File: config.mk
export PLATFORM = sky130hd
export DESIGN_NAME = lru_cache_lookup_core
export DESIGN_NICKNAME = d
export VERILOG_FILES = /design/src/sv/lrucl_pkg.sv /design/src/sv/lrucl_ctrl.sv /design/src/sv/lrucl_dp.sv /design/src/sv/lru_cache_lookup_core.sv
export SDC_FILE = /design/constraint.sdc
export NUM_CORES = 1
export LEC_CHECK = 0
export BUFFER_PORTS_ARGS = -buffer_cell sky130_fd_sc_hd__buf_2
export CORE_MARGIN = 2
export CORE_UTILIZATION = 40
export DETAILED_ROUTE_END_ITERATION = 6
export GPL_ROUTABILITY_DRIVEN = 1
export GPL_TIMING_DRIVEN = 0
export PLACE_DENSITY_LB_ADDON = 0.1
export RECOVER_POWER = 100
export SLEW_MARGIN = 5
export SYNTH_ARGS = -nofsm -noshare
export SYNTH_HDL_FRONTEND = slang
export SYNTH_SLANG_ARGS = --single-unit
File: constraint.sdc
create_clock -name i_clk -period 7.2 [get_ports i_clk]
set_input_delay 0.72 -clock i_clk [delete_from_list [all_inputs] [get_ports i_clk]]
set_output_delay 0.72 -clock i_clk [all_outputs]
set_load 0.03 [all_outputs]
File: src/sv/lrucl_pkg.sv
`default_nettype none

package lrucl_pkg;

    localparam int DEPTH    = 16;
    localparam int KEY_BITS = 32;
    localparam int POS_W    = (DEPTH > 1) ? $clog2(DEPTH) : 1;
    localparam int CNT_W    = $clog2(DEPTH + 1);

    // fixed field widths at the ports
    localparam int KEY_W  = 32;
    localparam int HPOS_W = 4;
    localparam int OCC_W  = 5;
    localparam int CAP_W  = 5;

    localparam logic [0:0] REG_CAPACITY = 1'b0;
    localparam logic [CAP_W-1:0] CAP_RESET = CAP_W'(16);

    typedef enum logic [1:0] {
        S_IDLE,
        S_MATCH,
        S_UPDATE
    } t_state;

    typedef struct packed {
        logic load;
        logic match;
        logic update;
    } t_cmd;

endpackage

`default_nettype wire

File: src/sv/lrucl_ctrl.sv
`default_nettype none

module lrucl_ctrl (
    input  wire logic          i_clk,
    input  wire logic          i_rst_n,
    input  wire logic          start,
    output logic               busy,
    output lrucl_pkg::t_cmd    o_cmd
);
    import lrucl_pkg::*;

    t_state r_state;
    t_state n_state;

    always_ff @(posedge i_clk) begin
        if (!i_rst_n) begin
            r_state <= S_IDLE;
        end else begin
            r_state <= n_state;
        end
    end

    always_comb begin
        n_state = r_state;
        o_cmd   = '0;
        busy    = 1'b1;
        unique case (r_state)
            S_IDLE: begin
                busy = 1'b0;
                if (start) begin
                    o_cmd.load = 1'b1;
                    n_state    = S_MATCH;
                end
            end
            S_MATCH: begin
                o_cmd.match = 1'b1;
                n_state     = S_UPDATE;
            end
            S_UPDATE: begin
                o_cmd.update = 1'b1;
                n_state      = S_IDLE;
            end
            default: begin
                n_state = S_IDLE;
            end
        endcase
    end

endmodule

`default_nettype wire

File: src/sv/lrucl_dp.sv
`default_nettype none

module lrucl_dp (
    input  wire logic                          i_clk,
    input  wire logic                          i_rst_n,
    input  wire lrucl_pkg::t_cmd               i_cmd,
    input  wire logic [lrucl_pkg::CAP_W-1:0]   i_capacity,
    input  wire logic signed [lrucl_pkg::KEY_W-1:0] i_key,
    output logic                               o_valid,
    output logic                               o_rejected,
    output logic                               o_hit,
    output logic [lrucl_pkg::HPOS_W-1:0]       o_hit_position,
    output logic                               o_evicted,
    output logic signed [lrucl_pkg::KEY_W-1:0] o_evicted_key,
    output logic [lrucl_pkg::OCC_W-1:0]        o_occupancy
);
    import lrucl_pkg::*;

    logic [KEY_BITS-1:0] r_key;
    logic [KEY_BITS-1:0] r_ent [DEPTH];
    logic [CNT_W-1:0]    r_count;

    // match-stage results
    logic                r_rej;
    logic                r_hit;
    logic [POS_W-1:0]    r_pos;
    logic                r_evict;
    logic [KEY_BITS-1:0] r_ekey;
    logic [POS_W-1:0]    r_limit;

    // output registers
    logic                r_valid;
    logic                r_o_rej;
    logic                r_o_hit;
    logic [POS_W-1:0]    r_o_pos;
    logic                r_o_evict;
    logic [KEY_BITS-1:0] r_o_ekey;
    logic [CNT_W-1:0]    r_o_occ;

    logic [CNT_W-1:0]    cap_sat;
    logic [DEPTH-1:0]    match_vec;
    logic                found;
    logic [POS_W-1:0]    found_pos;
    logic                evict_now;
    logic [CNT_W-1:0]    tail_idx;
    logic [CNT_W-1:0]    n_count;

    always_comb begin
        if (i_capacity > CAP_W'(DEPTH)) begin
            cap_sat = CNT_W'(DEPTH);
        end else begin
            cap_sat = CNT_W'(i_capacity);
        end
    end

    // parallel compare against all held keys
    always_comb begin
        for (int i = 0; i < DEPTH; i++) begin
            match_vec[i] = (r_ent[i] == r_key) && (CNT_W'(i) < r_count);
        end
    end

    // first match wins (most recent)
    always_comb begin
        found     = 1'b0;
        found_pos = '0;
        for (int i = DEPTH - 1; i >= 0; i--) begin
            if (match_vec[i]) begin
                found     = 1'b1;
                found_pos = POS_W'(i);
            end
        end
    end

    assign evict_now = !found && (r_count >= cap_sat);
    assign tail_idx  = r_count - CNT_W'(1);

    always_ff @(posedge i_clk) begin
        if (i_cmd.load) begin
            r_key <= i_key[KEY_BITS-1:0];
        end
        if (i_cmd.match) begin
            r_rej   <= (cap_sat == '0);
            r_hit   <= found;
            r_pos   <= found_pos;
            r_evict <= evict_now;
            r_ekey  <= r_ent[tail_idx[POS_W-1:0]];
            // highest entry that takes its neighbor's key
            if (found) begin
                r_limit <= found_pos;
            end else if (evict_now) begin
                r_limit <= tail_idx[POS_W-1:0];
            end else begin
                r_limit <= r_count[POS_W-1:0];
            end
        end
    end

    always_comb begin
        n_count = r_count;
        if (!r_hit && !r_evict) begin
            n_count = r_count + CNT_W'(1);
        end
    end

    // shift update of the recency line
    always_ff @(posedge i_clk) begin
        if (i_cmd.update && !r_rej) begin
            for (int i = 1; i < DEPTH; i++) begin
                if (POS_W'(i) <= r_limit) begin
                    r_ent[i] <= r_ent[i-1];
                end
            end
            r_ent[0] <= r_key;
        end
    end

    always_ff @(posedge i_clk) begin
        if (!i_rst_n) begin
            r_count <= '0;
            r_valid <= 1'b0;
        end else begin
            r_valid <= i_cmd.update;
            if (i_cmd.update && !r_rej) begin
                r_count <= n_count;
            end
        end
    end

    always_ff @(posedge i_clk) begin
        if (i_cmd.update) begin
            r_o_rej   <= r_rej;
            r_o_hit   <= !r_rej && r_hit;
            r_o_pos   <= (!r_rej && r_hit) ? r_pos : '0;
            r_o_evict <= !r_rej && r_evict;
            r_o_ekey  <= (!r_rej && r_evict) ? r_ekey : '0;
            r_o_occ   <= r_rej ? r_count : n_count;
        end
    end

    assign o_valid        = r_valid;
    assign o_rejected     = r_o_rej;
    assign o_hit          = r_o_hit;
    assign o_hit_position = HPOS_W'(r_o_pos);
    assign o_evicted      = r_o_evict;
    assign o_evicted_key  = KEY_W'(r_o_ekey);
    assign o_occupancy    = OCC_W'(r_o_occ);

endmodule

`default_nettype wire

File: src/sv/lru_cache_lookup_core.sv
`default_nettype none

// Fully associative LRU key store, 16 keys deep, most recent at position 0.
// A lookup is taken when start is high and busy is low. The accepting cycle
// loads the key, the match state compares it against all held keys in
// parallel and picks the most recent match, and the update state shifts the
// recency line by one place and writes the key at the front. busy is high in
// the match and update states. The result is shown on the o_ ports for
// exactly one cycle, flagged by o_valid, in the first cycle with busy low
// again; the receiver cannot stall it, so it must take every transfer as it
// comes. No new lookup is taken while busy; a new lookup may start in that
// same cycle.
// Capacity (APB register at address 0, reset 16, values above 16 act as 16)
// must only be written while the block is idle. Capacity zero rejects lookups
// without touching the store. The key store has no reset; only entries below
// the occupancy count are ever compared or reported.
module lru_cache_lookup_core (
    input  wire logic                                i_clk,
    input  wire logic                                i_rst_n,
    // lookup command
    input  wire logic                                start,
    output logic                                     busy,
    input  wire logic signed [lrucl_pkg::KEY_W-1:0]  i_key,
    // result
    output logic                                     o_valid,
    output logic                                     o_rejected,
    output logic                                     o_hit,
    output logic [lrucl_pkg::HPOS_W-1:0]             o_hit_position,
    output logic                                     o_evicted,
    output logic signed [lrucl_pkg::KEY_W-1:0]       o_evicted_key,
    output logic [lrucl_pkg::OCC_W-1:0]              o_occupancy,
    // APB configuration
    input  wire logic                                psel,
    input  wire logic                                penable,
    input  wire logic                                pwrite,
    input  wire logic [2:0]                          paddr,
    input  wire logic [31:0]                         pwdata,
    output logic [31:0]                              prdata,
    output logic                                     pready
);
    import lrucl_pkg::*;

    logic [CAP_W-1:0] r_capacity;
    logic             cfg_wr;
    t_cmd             cmd;

    // write completes in the access phase; pready is tied high
    assign pready = 1'b1;
    assign cfg_wr = psel && penable && pwrite && pready;

    always_ff @(posedge i_clk) begin
        if (!i_rst_n) begin
            r_capacity <= CAP_RESET;
        end else if (cfg_wr && (paddr[2] == REG_CAPACITY)) begin
            r_capacity <= pwdata[CAP_W-1:0];
        end
    end

    always_comb begin
        prdata = '0;
        if (paddr[2] == REG_CAPACITY) begin
            prdata = 32'(r_capacity);
        end
    end

    // sequencing: idle -> match -> update
    lrucl_ctrl u_ctrl (
        .i_clk   (i_clk),
        .i_rst_n (i_rst_n),
        .start   (start),
        .busy    (busy),
        .o_cmd   (cmd)
    );

    // key line, compare, shift and result registers
    lrucl_dp u_dp (
        .i_clk          (i_clk),
        .i_rst_n        (i_rst_n),
        .i_cmd          (cmd),
        .i_capacity     (r_capacity),
        .i_key          (i_key),
        .o_valid        (o_valid),
        .o_rejected     (o_rejected),
        .o_hit          (o_hit),
        .o_hit_position (o_hit_position),
        .o_evicted      (o_evicted),
        .o_evicted_key  (o_evicted_key),
        .o_occupancy    (o_occupancy)
    );

endmodule

`default_nettype wire

# Word level (Yosys, flattened, before mapping)
# Memory sizes are Yosys's and may differ from the RTL's. A register that Yosys moved wholly into a read port is not among the register bits.
# Index checks and enable logic that the tools add are counted.
# Widths: inputs -> output; s select.
# op_classes
shift,0
n_div,0
order_cmp,33
n_reduce_logical,30
bitwise,1
mux,92
mul,0
n_eq_ne,19
add_sub_neg,2
# op_table
cell,count
$eq 32x32->1,16
$mux 4,18
$mux 1,68
$lt 4x5->1 const A,8
$le 4x4->1 const A,8
$logic_and 1x1->1,24
$lt 3x5->1 const A,4
$mux 5,4
$le 3x4->1 const A,4
$lt 1x5->1 const A,2
$lt 2x5->1 const A,2
$le 2x4->1 const A,2
$add 5x1->5 const B,1
$ge 5x5->1,1
$gt 5x5->1 const B,1
$logic_not 5->1,1
$le 1x4->1 const A,1
$logic_not 1->1,4
$pmux 2 s2,1
$sub 4x1->4 const B,1
$eq 2x1->1 const B,1
$eq 2x2->1 const B,1
$logic_not 2->1,1
$mux 2,1
other kinds (2),2
# word_totals
n_memories,1
register_bits,100
romBits,0
ram_bits,512
word_cells,194
in_bits,73
latch_bits,0
# mem_list
memory,depth,width,read_ports,rd_clocked_by_memory_dff,wr,line,text
u_dp.r_ent,16,32,17,1,16,lrucl_dp.sv:20,logic [KEY_BITS-1:0] r_ent [DEPTH];

# Logic depth before layout (Yosys ltp)
# Gate-level depths: netlist (run 1).
# An unclocked memory read counts as a cell.
# depth
word_depth,23
mapped_depth,12

# By module
# From an unflattened synthesis (run 1), not the netlist that was laid out.
# hier_totals
cells_unflattened,2085
area_unflattened_um2,32142.1
# by_module_without_submodules
mod,cells_per_inst,instances,area_each_um2
lrucl_dp,2018,1,31561.5
lru_cache_lookup_core,58,1,479.2
lrucl_ctrl,9,1,101.3

# Worst setup path before layout (run 1)
# Ideal clock, no wire load.
# synth_timing
path_kind,reg-to-reg
from,reg u_ctrl.r_state[1]
to,mem u_dp.r_ent[5][0] (enable)
setup_time_ns,0.470
synth_period_minus_slack_ns,7.114
t_arrival_ns,6.644
stages_incl_launch_ff,6
n_path_buf,1
setup_slack_ns,0.086
path_cell_list,dfxtp_1 > nor2b_1 > nand2b_1 > clkbuf_1 > nor2_1 > a21boi_0
# synth_lines
item,line,text
from (decl),lrucl_ctrl.sv:12,t_state r_state;
from (signal assigned),lrucl_ctrl.sv:19,r_state <= n_state;
to (decl),lrucl_dp.sv:20,

==> results of run 1 <==
==> final timing paths <==
kind	to	cells past startpoint
hold / removal	u_dp.r_key[28]	1
setup / recovery	u_dp.r_ent[13][13]	9
hold reg to reg	u_dp.r_ent[0][3]	0
setup reg to reg	u_dp.r_ent[13][13]	9
==> through the flow <==
| step | std cells | utilization, % | setup WS [ns] |
|---|---|---|---|
| floorplan | 1875 | - | 0.0858 |
| global placement | 2947 | 42.7 | -3.20 |
| detailed placement | 2965 | 43.4 | 2.24 |
| CTS | 3097 | 46.3 | 2.23 |
| global route | 3097 | 45.6 | 1.49 |
| finish | 3097 | 45.6 | 1.95 |
==> synth_stat cells, types with 2 or more instances <==
cell type  instances  share of area, %
or3_1              5              0.10
inv_1             11              0.14
a21boi_1           3             0.074
mux2i_1            4              0.13
nor3_1            22              0.36
buf_6              9              0.33
a2111oi_0          3             0.086
a2111oi_2          2             0.098
buf_4             40              0.98
a21o_1             5              0.12
nand2_1           22              0.27
xnor2_1          112               3.2
conb_1             2             0.025
nor2b_1           15              0.31
mux4_2           160                12
nor4_1            94               1.9
nand3_1           24              0.39
a21boi_0           4             0.098
dfxtp_1           13              0.85
or4_1              2             0.049
a31oi_1            3             0.061
a21oi_1            8              0.13
nand4_1           40              0.82
and2_1            41              0.84
buf_2             48              0.79
clkbuf_1          29              0.36
nor4_2             5              0.20
ha_1               7              0.29
nand2b_1           5              0.10
edfxtp_1         631                62
o21ai_2            2             0.057
o21ai_0            7              0.11
buf_1             13              0.16
and3_1             2             0.041
xor2_1           411                12
nor2_1            30              0.37
==> routing by layer <==
layer / up-vias / share of wire (%) / track usage, %
met5: - / 0 / 0
met4: 0 / 6.2 / 15.3
met3: 180 / 6.0 / 3.08
met2: 788 / 46 / 41.6
met1: 9262 / 42 / 36.7
li1: 7439 / - / -
==> sequential cells by signal (all words and copies together), names as in the netlist, 5 cells and up <==
| name | flops |
|---|---|
| u_dp.o_occupancy | 5 |
| u_dp.r_count | 5 |
| u_dp.o_evicted_key | 32 |
| u_dp.r_ent | 512 |
| u_dp.r_key | 32 |
| u_dp.r_ekey | 32 |
| r_capacity | 5 |
==> layout make-up <==
cell class                 count  area share [%]
buffer                       139            2.31
clock buffer                 102            5.79
clock inverter                30           0.551
inverter                      11           0.120
multi-input combinational   1081            30.7
sequential                   644            55.6
tap                          978            3.54
timing repair buffer         112            1.37
==> power by group through the flow <==
stage | registers, mW | clock network, mW | logic [mW]
global route | 4.18 | 3.73 | 0.591
finish | 4.17 | 3.53 | 0.574
detailed placement | 4.25 | 0 | 0.585
global placement | 4.25 | 0 | 0.571
CTS | 4.17 | 3.59 | 0.587
floorplan | 4.25 | 0 | 0.325
==> cell usage in the layout, fill, tap and decap left out, types with 7 or more instances in the layout <==
cell,instances
buf_6,9
clkbuf_16,75
dfxtp_1,13
inv_1,9
nand4_1,40
xor2_1,411
a21boi_0,7
buf_4,40
buf_1,9
nor2b_1,14
ha_1,7
buf_2,90
o21ai_0,8
and2_1,15
nor2_1,30
clkbuf_1,128
conb_1,28
nor3_1,22
a21oi_1,8
and2_0,26
nand2_1,22
edfxtp_1,631
nand3_1,24
xnor2_1,112
mux4_2,160
clkinv_1,21
nor4_1,94
==> logic make-up after synthesis <==
| group | after synthesis |
|---|---|
| flip-flops | 644 |
| XOR/XNOR | 523 |
| AND/OR/NAND/NOR | 312 |
| multiplexers | 164 |
| buffers and inverters | 150 |
| AO/OA/AOI/OAI | 47 |
| adder cells (fa/ha/maj) | 7 |
| other | 2 |
==> reports/qor.txt, run 1 <==
Int Pwr - 6.32 mW
post-detail-place hpwl - 84600 µm
Seq/Total Area, Yosys - 62.9%
CP bufs+invs - 4
Yosys cell types - 51
core area - 75700 µm²
die area - 78500 µm²
antenna violations before repair - 11
Worst EP required - 7.40 ns
GRT Total Usage - 26.8%
Clock Power Share - 42.7%
outcome - complete, but fails checks
Synth async-reset ratio - 0%
failing checks - max-capacitance violations, max-slew violations
Final Skew - 0.0300 ns
DR WL/cell - 33.8 µm
fin area - 34500 µm²
Clk pin slew, worst setup/hold paths - 0.06 ns
Placer Congestion - 0.946
FMAX - 191 MHz
antenna cell count - 0
final wirelength - 105000 µm
Final Total Pwr - 8.28 mW
post-CTS sizing - 0
Starting DRT DRC Count - 2352
# hold bufs at CTS - 0
DR pass1 iterations - 5
vias in the first global route - 17545
fill count - 6632
Simple-Gate Fraction of Synth Area - 5.93%
RSZ-0062 raised after global routing - no
CP Cell Sequence - nor2b_4, nand2b_1, clkbuf_1, clkinv_1, nand2_1, clkinv_1, nand2_1, nor2_1, clkbuf_1
Critical Path Max Stage Delay - 1.30 ns
die height - 280 µm
Final setup viols - 0
Primary FF master, synth - edfxtp_1
H-Tree Depth - 3
first-pass GRT wire length - 142000 µm
post-layout minimum cycle time - 5.25 ns
Reg power frac - 50.4%
MaxCap Viol Count - 18
Skew-Pair Late Insertion Delay - 0.61 ns
Synth Area in Adders - 0.287%
Num Clock Sinks - 644
PwrDens - 240 nW/µm²
Final #Nets - 2143
Row Count - 101
Clock Tree Buf Depth - 3
Residual DRC - 0
vias per cell - 5.71
Syn. warnings - 0
post-synthesis xor/xnor area fraction - 15.0%
io pins - 152
Crit Path Max Fanout - 35
Root Driver - clkbuf_16
Area growth, synth to finish - 13.1%
hold_sp - i_key[28]
LEAKAGE - 11.1 nW
Crit path max-delay family - simple AND/OR/NAND/NOR gates
maximum vdd drop - 0.000165 V
worst slew pin tran - 2.18 ns
effective utilization at floorplan - 40.3%
FF-to-FF Start - u_ctrl.r_state[1]
total CTS buffers - 74
CP startpoint kind - register
CP endpoint kind - register
R2R Setup Slk - 1.95 ns
CTS tree - yes
sw power - 1.96 mW
combinational share of power - 6.9%
Vias - 17669
Rel. slew slack - -45.3%
Slew Viols, Final - 423
largest net degree at the start of global routing - 36
mean post-synth cell area - 16.5 µm²
slowest CP cell - nor2_1
antenna-violating nets left - 0
GRT overflow - 0
post-CTS setup buffer count - 0
area post-placement - 32800 µm²
final setup TNS - 0 ns
Post-synth EDFFs - 631
Register Area - 19200 µm²
worst min-delay path class - input port to register
IO Port Bufs - 94
largest family of logic cells by synthesized area - XOR/XNOR gates
mux cell area share after synthesis - 11.9%
Net Sw Frac - 23.7%
Yosys reg bits - 644
Compound-Gate Fraction of Synth Area - 1.15%
die span in x - 280 µm
fin crit share - 72.9%
Final Hold Fails - 0
Worst Setup SP - u_ctrl.r_state[1]
Min Hold Slack - 0.289 ns
Cell Area, Synth - 30500 µm²
WP data arrival - 5.45 ns
cell count after synthesis - 1849
proportion of layout cells with a drive suffix above 1 - 19.0%
area of the multi-input gates - 10600 µm²
critical path type - register to register
Note: power is estimated with default switching activity, not from simulation.
==> run 2: changes to the inputs <==
clock period = 4.81 ns   (was 7.2 ns; I/O delays follow)
==> run 2 against run 1 <==
The flow still finishes with violations (max-capacitance violations, max-slew violations). Sequential share of layout area is 0.12 points lower. Critical path type unchanged. Utilization rose by 0.10 points. Worst setup slack lost 1.8 ns. Sequential cell count is the same. Clock skew decreased by 0.0058 ns. Clock power increased by 51%. Die area did not move. Largest cell class unchanged. Fmax grew 12%. Non-clock buffer count did not move. Power is 50% higher. Worst hold slack got worse by 0.25 ns.
==> reports/qor.txt, run 2 (same netlist as run 1, synthesis figures left out) <==
outcome - complete, but fails checks
failing checks - max-capacitance violations, max-slew violations
met3 Track Usage GR - 3.21%
CP startpoint kind - register
antenna-violating nets left - 0
Clk pin slew, worst setup/hold paths - 0.06 ns
Root Driver - clkbuf_16
post-CTS sizing - 1
CTS tree - yes
effective utilization at floorplan - 40.3%
worst slew pin tran - 2.07 ns
hold_sp - i_key[10]
global routing usage on met2 - 42.9%
Final Skew - 0.0243 ns
post-layout minimum cycle time - 4.70 ns
vias per cell - 5.65
Residual DRC - 0
WP data arrival - 5.02 ns
H-Tree Depth - 3
Skew-Pair Late Insertion Delay - 0.62 ns
final wirelength - 105000 µm
largest net degree at the start of global routing - 36
GRT Total Usage - 26.8%
Final Util - 45.7%
Placer Congestion - 0.949
Final setup viols - 0
combinational share of power - 6.9%
die area - 78500 µm²
busiest grt layer - met2
DR WL/cell - 34.0 µm
commonest non-fill, non-tap cells in the layout - edfxtp_1, xor2_1, mux4_2
Critical Path Max Stage Delay - 0.91 ns
worst min-delay path class - input port to register
Crit Path Max Fanout - 10
Area growth, synth to finish - 13.3%
FMAX - 213 MHz
Final Hold Fails - 0
FF-to-FF Start - u_dp.r_count[0]
RSZ-0062 raised after global routing - no
# hold bufs at CTS - 0
critical path type - register to register
Worst Setup SP - u_dp.r_count[0]
Clock Tree Buf Depth - 3
IO Port Bufs - 94
antenna violations before repair - 4
Starting DRT DRC Count - 2023
Largest register FFs - 512
CP Cell Sequence - clkbuf_1, inv_1, ha_1, clkbuf_1, clkbuf_1, clkbuf_1, mux4_2, mux4_2
R2R cell count - 8
largest register by flop count - u_dp.r_ent
LEAKAGE - 11.2 nW
Row Count - 101
core area - 75700 µm²
sw power - 2.94 mW
MaxCap Viol Count - 13
Hold Crit Depth - 1
Vias - 17497
fill count - 6634
maximum vdd drop - 0.000279 V
fin crit share - 97.8%
die height - 280 µm
Clock Power Share - 42.8%
proportion of layout cells with a drive suffix above 1 - 19.5%
post-detail-place hpwl - 85000 µm
vias in the first global route - 17278
Rel. slew slack - -38.2%
Reg power frac - 50.3%
post-CTS setup buffer count - 0
slowest CP cell - clkbuf_1
Critical Path Most Common Cell - clkbuf_1
Int Pwr - 9.48 mW
met1 usage - 36.8%
PwrDens - 359 nW/µm²
GRT overflow - 0
Net Sw Frac - 23.7%
Final Total Pwr - 12.4 mW
Worst EP required - 5.12 ns
Slew Viols, Final - 344
DR pass1 iterations - 5
Final #Nets - 2143
total CTS buffers - 74
CP endpoint kind - register
io pins - 152
Num Clock Sinks - 644
first-pass GRT wire length - 141000 µm
commonest non-fill, non-tap cell in the layout - edfxtp_1
die span in x - 280 µm
## run 2: cell types whose count changed in the layout (fill, tap and decap cells not counted), moves of 4 or more
cell | before | now
clkbuf_1 | 128 | 118
and2_0 | 26 | 31
and2_1 | 15 | 10
clkinv_2 | 5 | 9
## run 2: routing by layer
layer | up-vias | wire [µm]
li1 | 7440 | -
met1 | 9130 | 44100
met2 | 768 | 49400
met3 | 159 | 6440
met4 | 0 | 5220
met5 | - | 0
## run 2: power by group through the flow
stage | registers (mW) | clock network (mW) | logic [mW]
after floorplan | 6.36 | 0 | 0.487
after global placement | 6.36 | 0 | 0.859
after detailed placement | 6.36 | 0 | 0.879
after CTS | 6.24 | 5.40 | 0.882
after global routing | 6.25 | 5.60 | 0.886
final | 6.25 | 5.32 | 0.860
## run 2: critical path, delay by kind of cell, from the launching register on
kind,cells,cell delay [ns]
buf+inv,5,2.58
mux,2,1.07
fa+ha+maj,1,0.40
flops,1,0.34
## run 2: layout make-up
| type | count | area (µm²) | share of cell area, % |
|---|---|---|---|
| repair buffers | 112 | 522 | 1.51 |
| well taps | 978 | 1220 | 3.54 |
| inverters | 11 | 48.8 | 0.141 |
| plain buffers | 139 | 802 | 2.32 |
| clock inverters | 34 | 205 | 0.593 |
| multi-input cells | 1081 | 10600 | 30.6 |
| clock buffers | 97 | 2000 | 5.79 |
| diodes | 1 | 2.50 | 0.00723 |
| flip-flops and latches | 644 | 19200 | 55.5 |
## run 2: worst paths after layout
kind	to	slack [ns]
worst min-delay path	u_dp.r_key[10]	0.03
worst min register to register	u_dp.r_ent[0][6]	0.44
worst max register to register	u_dp.r_ekey[31]	0.11
worst max-delay path	u_dp.r_ekey[31]	0.11
## run 2: metrics by stage
stage / setup WS, ns / setup TNS, ns / cells / instance area [µm²] / hold slack (ns)
after global placement: -2.27 / -571.73 / 2947 / 32300 / 0.428
after detailed placement: -0.249 / -8.53 / 2965 / 32800 / 0.428
after floorplan: 0.168 / 0 / 1875 / 30600 / 0.421
final: 0.105 / 0 / 3097 / 34600 / 0.0348
after global routing: 0.0878 / 0 / 3096 / 34600 / 0.0143
after CTS: 0.00905 / 0 / 3096 / 35000 / 0.00121
